==> src/hw/rtl/saq_pkg.sv <==
// Shared types and constants of the shortest-arc quaternion block.
package saq_pkg;

  // Up to four components go through one normalizer.
  localparam int NCOMP_MAX = 4;
  localparam int NCOMP_VEC = 3;

  // Normalizer pipeline: 5 front stages, 32 root steps, 1 prep, 31 divide steps, 1 output.
  localparam int SQ_STEPS  = 32;
  localparam int DIV_STEPS = 31;
  localparam int NORM_LAT  = 5 + SQ_STEPS + 1 + DIV_STEPS + 1;

  // Whole block: input reg, normalizer, products, sums, normalizer, output reg.
  localparam int TOTAL_LAT = 2 * NORM_LAT + 4;

  // Output fraction bits of the quaternion.
  localparam int OUT_FRAC_BITS = 30;

  typedef logic signed [63:0] saq_wide_t;
  typedef logic signed [31:0] saq_q30_t;

  localparam saq_wide_t ONE_Q60  = 64'sh1000_0000_0000_0000;
  localparam saq_wide_t EPS_Q60  = 64'sd1152921504607;
  localparam saq_wide_t HALF_LIM = EPS_Q60 - ONE_Q60;
  localparam saq_q30_t  ONE_Q30  = 32'sh4000_0000;
  localparam saq_q30_t  ONE_OUT  = 32'sd1 <<< OUT_FRAC_BITS;

  typedef enum logic [1:0] {
    CASE_IDENTITY  = 2'd0,
    CASE_FALLBACK  = 2'd1,
    CASE_GENERATED = 2'd2,
    CASE_ARC       = 2'd3
  } saq_case_e;

  typedef struct packed {
    logic signed [31:0] src_x;
    logic signed [31:0] src_y;
    logic signed [31:0] src_z;
    logic signed [31:0] dst_x;
    logic signed [31:0] dst_y;
    logic signed [31:0] dst_z;
    logic signed [31:0] fallback_x;
    logic signed [31:0] fallback_y;
    logic signed [31:0] fallback_z;
  } saq_req_t;

  typedef struct packed {
    logic signed [31:0] quat_w;
    logic signed [31:0] quat_x;
    logic signed [31:0] quat_y;
    logic signed [31:0] quat_z;
    saq_case_e          case_taken;
  } saq_res_t;

endpackage

==> src/hw/rtl/saq_dly.sv <==
// Fixed-length delay line for side data that travels next to a normalizer.
module saq_dly #(
  parameter int Width = 1,
  parameter int Depth = saq_pkg::NORM_LAT
) (
  input  logic             clk_i,
  input  logic [Width-1:0] data_i,
  output logic [Width-1:0] data_o
);
  import saq_pkg::*;

  logic [Width-1:0] tap_q [Depth];

  always_ff @(posedge clk_i) begin
    tap_q[0] <= data_i;
    for (int i = 1; i < Depth; i++) begin
      tap_q[i] <= tap_q[i-1];
    end
  end

  assign data_o = tap_q[Depth-1];

endmodule

==> config.mk <==
export PLATFORM = sky130hd
export DESIGN_NAME = saq_dly
export DESIGN_NICKNAME = d
export VERILOG_FILES = /design/src/hw/rtl/saq_pkg.sv /design/src/hw/rtl/saq_dly.sv
export SDC_FILE = /design/constraint.sdc
export NUM_CORES = 1
export LEC_CHECK = 0
export BUFFER_PORTS_ARGS = -buffer_cell sky130_fd_sc_hd__buf_2
export CAP_MARGIN = 20
export CORE_MARGIN = 4
export CORE_UTILIZATION = 30
export DETAILED_ROUTE_END_ITERATION = 7
export PLACE_DENSITY = 0.53
export REMOVE_ABC_BUFFERS = 1
export SLEW_MARGIN = 10
export SYNTH_ARGS = -nofsm -noshare
export SYNTH_HDL_FRONTEND = slang
export SYNTH_SLANG_ARGS = --single-unit
export TNS_END_PERCENT = 100
==> constraint.sdc <==
create_clock -name clk_i -period 0.8 [get_ports clk_i]
set_input_delay 0.16 -clock clk_i [delete_from_list [all_inputs] [get_ports clk_i]]
set_output_delay 0.16 -clock clk_i [all_outputs]
set_load 0.005 [all_outputs]
==> out/results.ini <==
[outcome]
run_status=finished, violations left
violations=setup timing

[critical_path]
cpMaxStageDelayCell=dfxtp_1
critPathBufInv=1
cp_num_cells=1
r2r-end=tap_q[15]
cp-start-kind=register
crit_fanout=1
slowest_delay_ns=0.29
setup.worst_path.class=reg -> out
arrival_ns=0.73
worstPathRequired_ns=0.64
reg2reg_from=tap_q[14]
r2r_slack_ns=0.38
cp_top_family=flip-flops
path_cells=buf_2
r2r_cells=0
cp-end-kind=primary output

[grt]
antenna_found_initial=0
grt_max_degree=11
grt_usage_pct=6.26
grt_pass1_wl_um=2370
overflow=0
first_global_vias=507

[clocking]
clk_pin_slew_worst_paths_ns=0.06
clockBufferDepth=2
numCtsBuffers=9
cts_tree=yes
cts_max_level=3
clk_latency_ns=0.32
cts.root.buffer_cell=clkbuf_8
ctsResizeCount=0
cts.sinks=70

[yosys]
synth_flop_cell=dfxtp_1
synth.area.mux_share_pct=0
synth.area.top_cells=dfxtp_1
synth_simple_gate_area_share_pct=0
synth_compound_area_share_pct=0
synth_area_um2=1400
syn_inst=70
yosysSeqAreaShare_pct=100
synth-edff-count=0
synth_common_cells=dfxtp_1
syn_area_per_cell_um2=20.0
synth_fa_ha_area_share_pct=0
yosysMostFrequentCell=dfxtp_1
yosys_register_bits=70
async_flop_share_pct=0
yosysUniqueCellTypes=1
synth_xor_area_share_pct=0
synth_top_area_cell=dfxtp_1
synth.yosys.warnings=0
synth_top_area_share_pct=100

[floorplanning]
die_w_um=76.3
dieArea_um2=5830
rows=24
die_y_um=76.3
ioPinCount=3
core_area_um2=4440
start_util_pct=31.5

[layout]
antenna_cells=0
areaGrowthSynthToFinish_pct=18.5
nets=86
multi_input_area_um2=0
largest_reg_flops=70
n_fill_cell=431
multi_input_gates=0
reg_top3=tap_q x70
final_layout_size_suffix_gt1_share_pct=17.2
regMostFlops=tap_q
fin_cells=139
final_cell_area_um2=1660
post-route-util_pct=37.4

[worst_hold_path]
min-delay-start=tap_q[30]
hold_end=tap_q[31]
hold_class=reg -> reg
worstHoldPathCells=0

[timing]
worst_slack_ns=-0.0854
rsz0062_at_grt=yes
hold_ws_ns=0.322
clock.fmax_mhz=1130
slew_headroom_pct=93.1
finalHoldViolCount=0
tightest_slew_ns=0.103
drv_slew=0
fin_crit_sh_pct=111
fin_tns_setup_ns=-0.0854
setup-violations-final=1
finClkSkew_ns=0.00316
fin_crit_ns=0.885

[routing]
wl_per_cell_um=9.51
drt_iter0_markers=10
drtAntennaViolNets=0
first_pass_iters=2
vias_per_cell=3.47
drt-total-wl_um=1320
post-route-drc-count=0
vias=482

[placement]
port_buffers=2
place_ws_ns=0.257
dp_cells=124
gp_congestion=0.623
post_dp_cell_area_um2=1480
place_hpwl_um=592

[pwr]
peakVddDrop_mv=1.55
power_density_nw_per_um2=3650
total_power_mw=6.06
power.leakage_nw=0.689

[job]
cap_viol_max_count=0

==> per-layer routing <==
metal / vias up / global-route usage (%) / share of wire (%) / wire length (um)
met5: - / 0 / 0 / 0
met4: 0 / 6.52 / 1.9 / 25
met3: 4 / 6.03 / 8.2 / 108
met2: 14 / 6.41 / 39 / 514
met1: 223 / 6.67 / 51 / 675
li1: 241 / - / - / -
==> repair_timing <==
action | CTS | global route
endpoints found under the hold margin | 1 | 0
pin swaps | 0 | 0
endpoints found under the setup margin | 1 | 1
hold buffers | 1 | 0
buffers inserted | 0 | 0
==> placed cells by master (no fill, tap or decap) <==
cell type,instances
buf_2,2
clkbuf_1,1
clkbuf_8,12
clkinv_2,1
dfxtp_1,70
dlygate4sd3_1,1
==> logic make-up (layout without fill, tap and decap cells) <==
kind of cell | Yosys count | in the layout
DFF | 70 | 70
buffers and inverters | 0 | 17
==> area by class of cell <==
cell class              count  area [um2]  area share (%)
flip-flops and latches     70        1400            84.4
clock buffers              13         169            10.2
well taps                  52        65.1            3.92
repair buffers              3        20.0            1.21
clock inverters             1        5.00           0.301
==> how the worst max path moves through the flow <==
stage | from | to | slack [ns]
global route | tap_q[69] | data_o | -0.15
global placement | tap_q[69] | data_o | 0.25
detailed placement | tap_q[69] | data_o | 0.26
finish | tap_q[69] | data_o | -0.09
CTS | tap_q[69] | data_o | -0.12
floorplan | tap_q[69] | data_o | 0.34
==> power breakdown <==
group | internal (mW) | leakage (nW) | switching, mW
Combinational | 0.00481 | 0.0137 | 0.000934
Sequential | 3.62 | 0.583 | 0.0298
Clock | 1.34 | 0.0914 | 1.07
Total | 4.97 | 0.689 | 1.10
No activity file was read; power rests on OpenSTA's default activity.
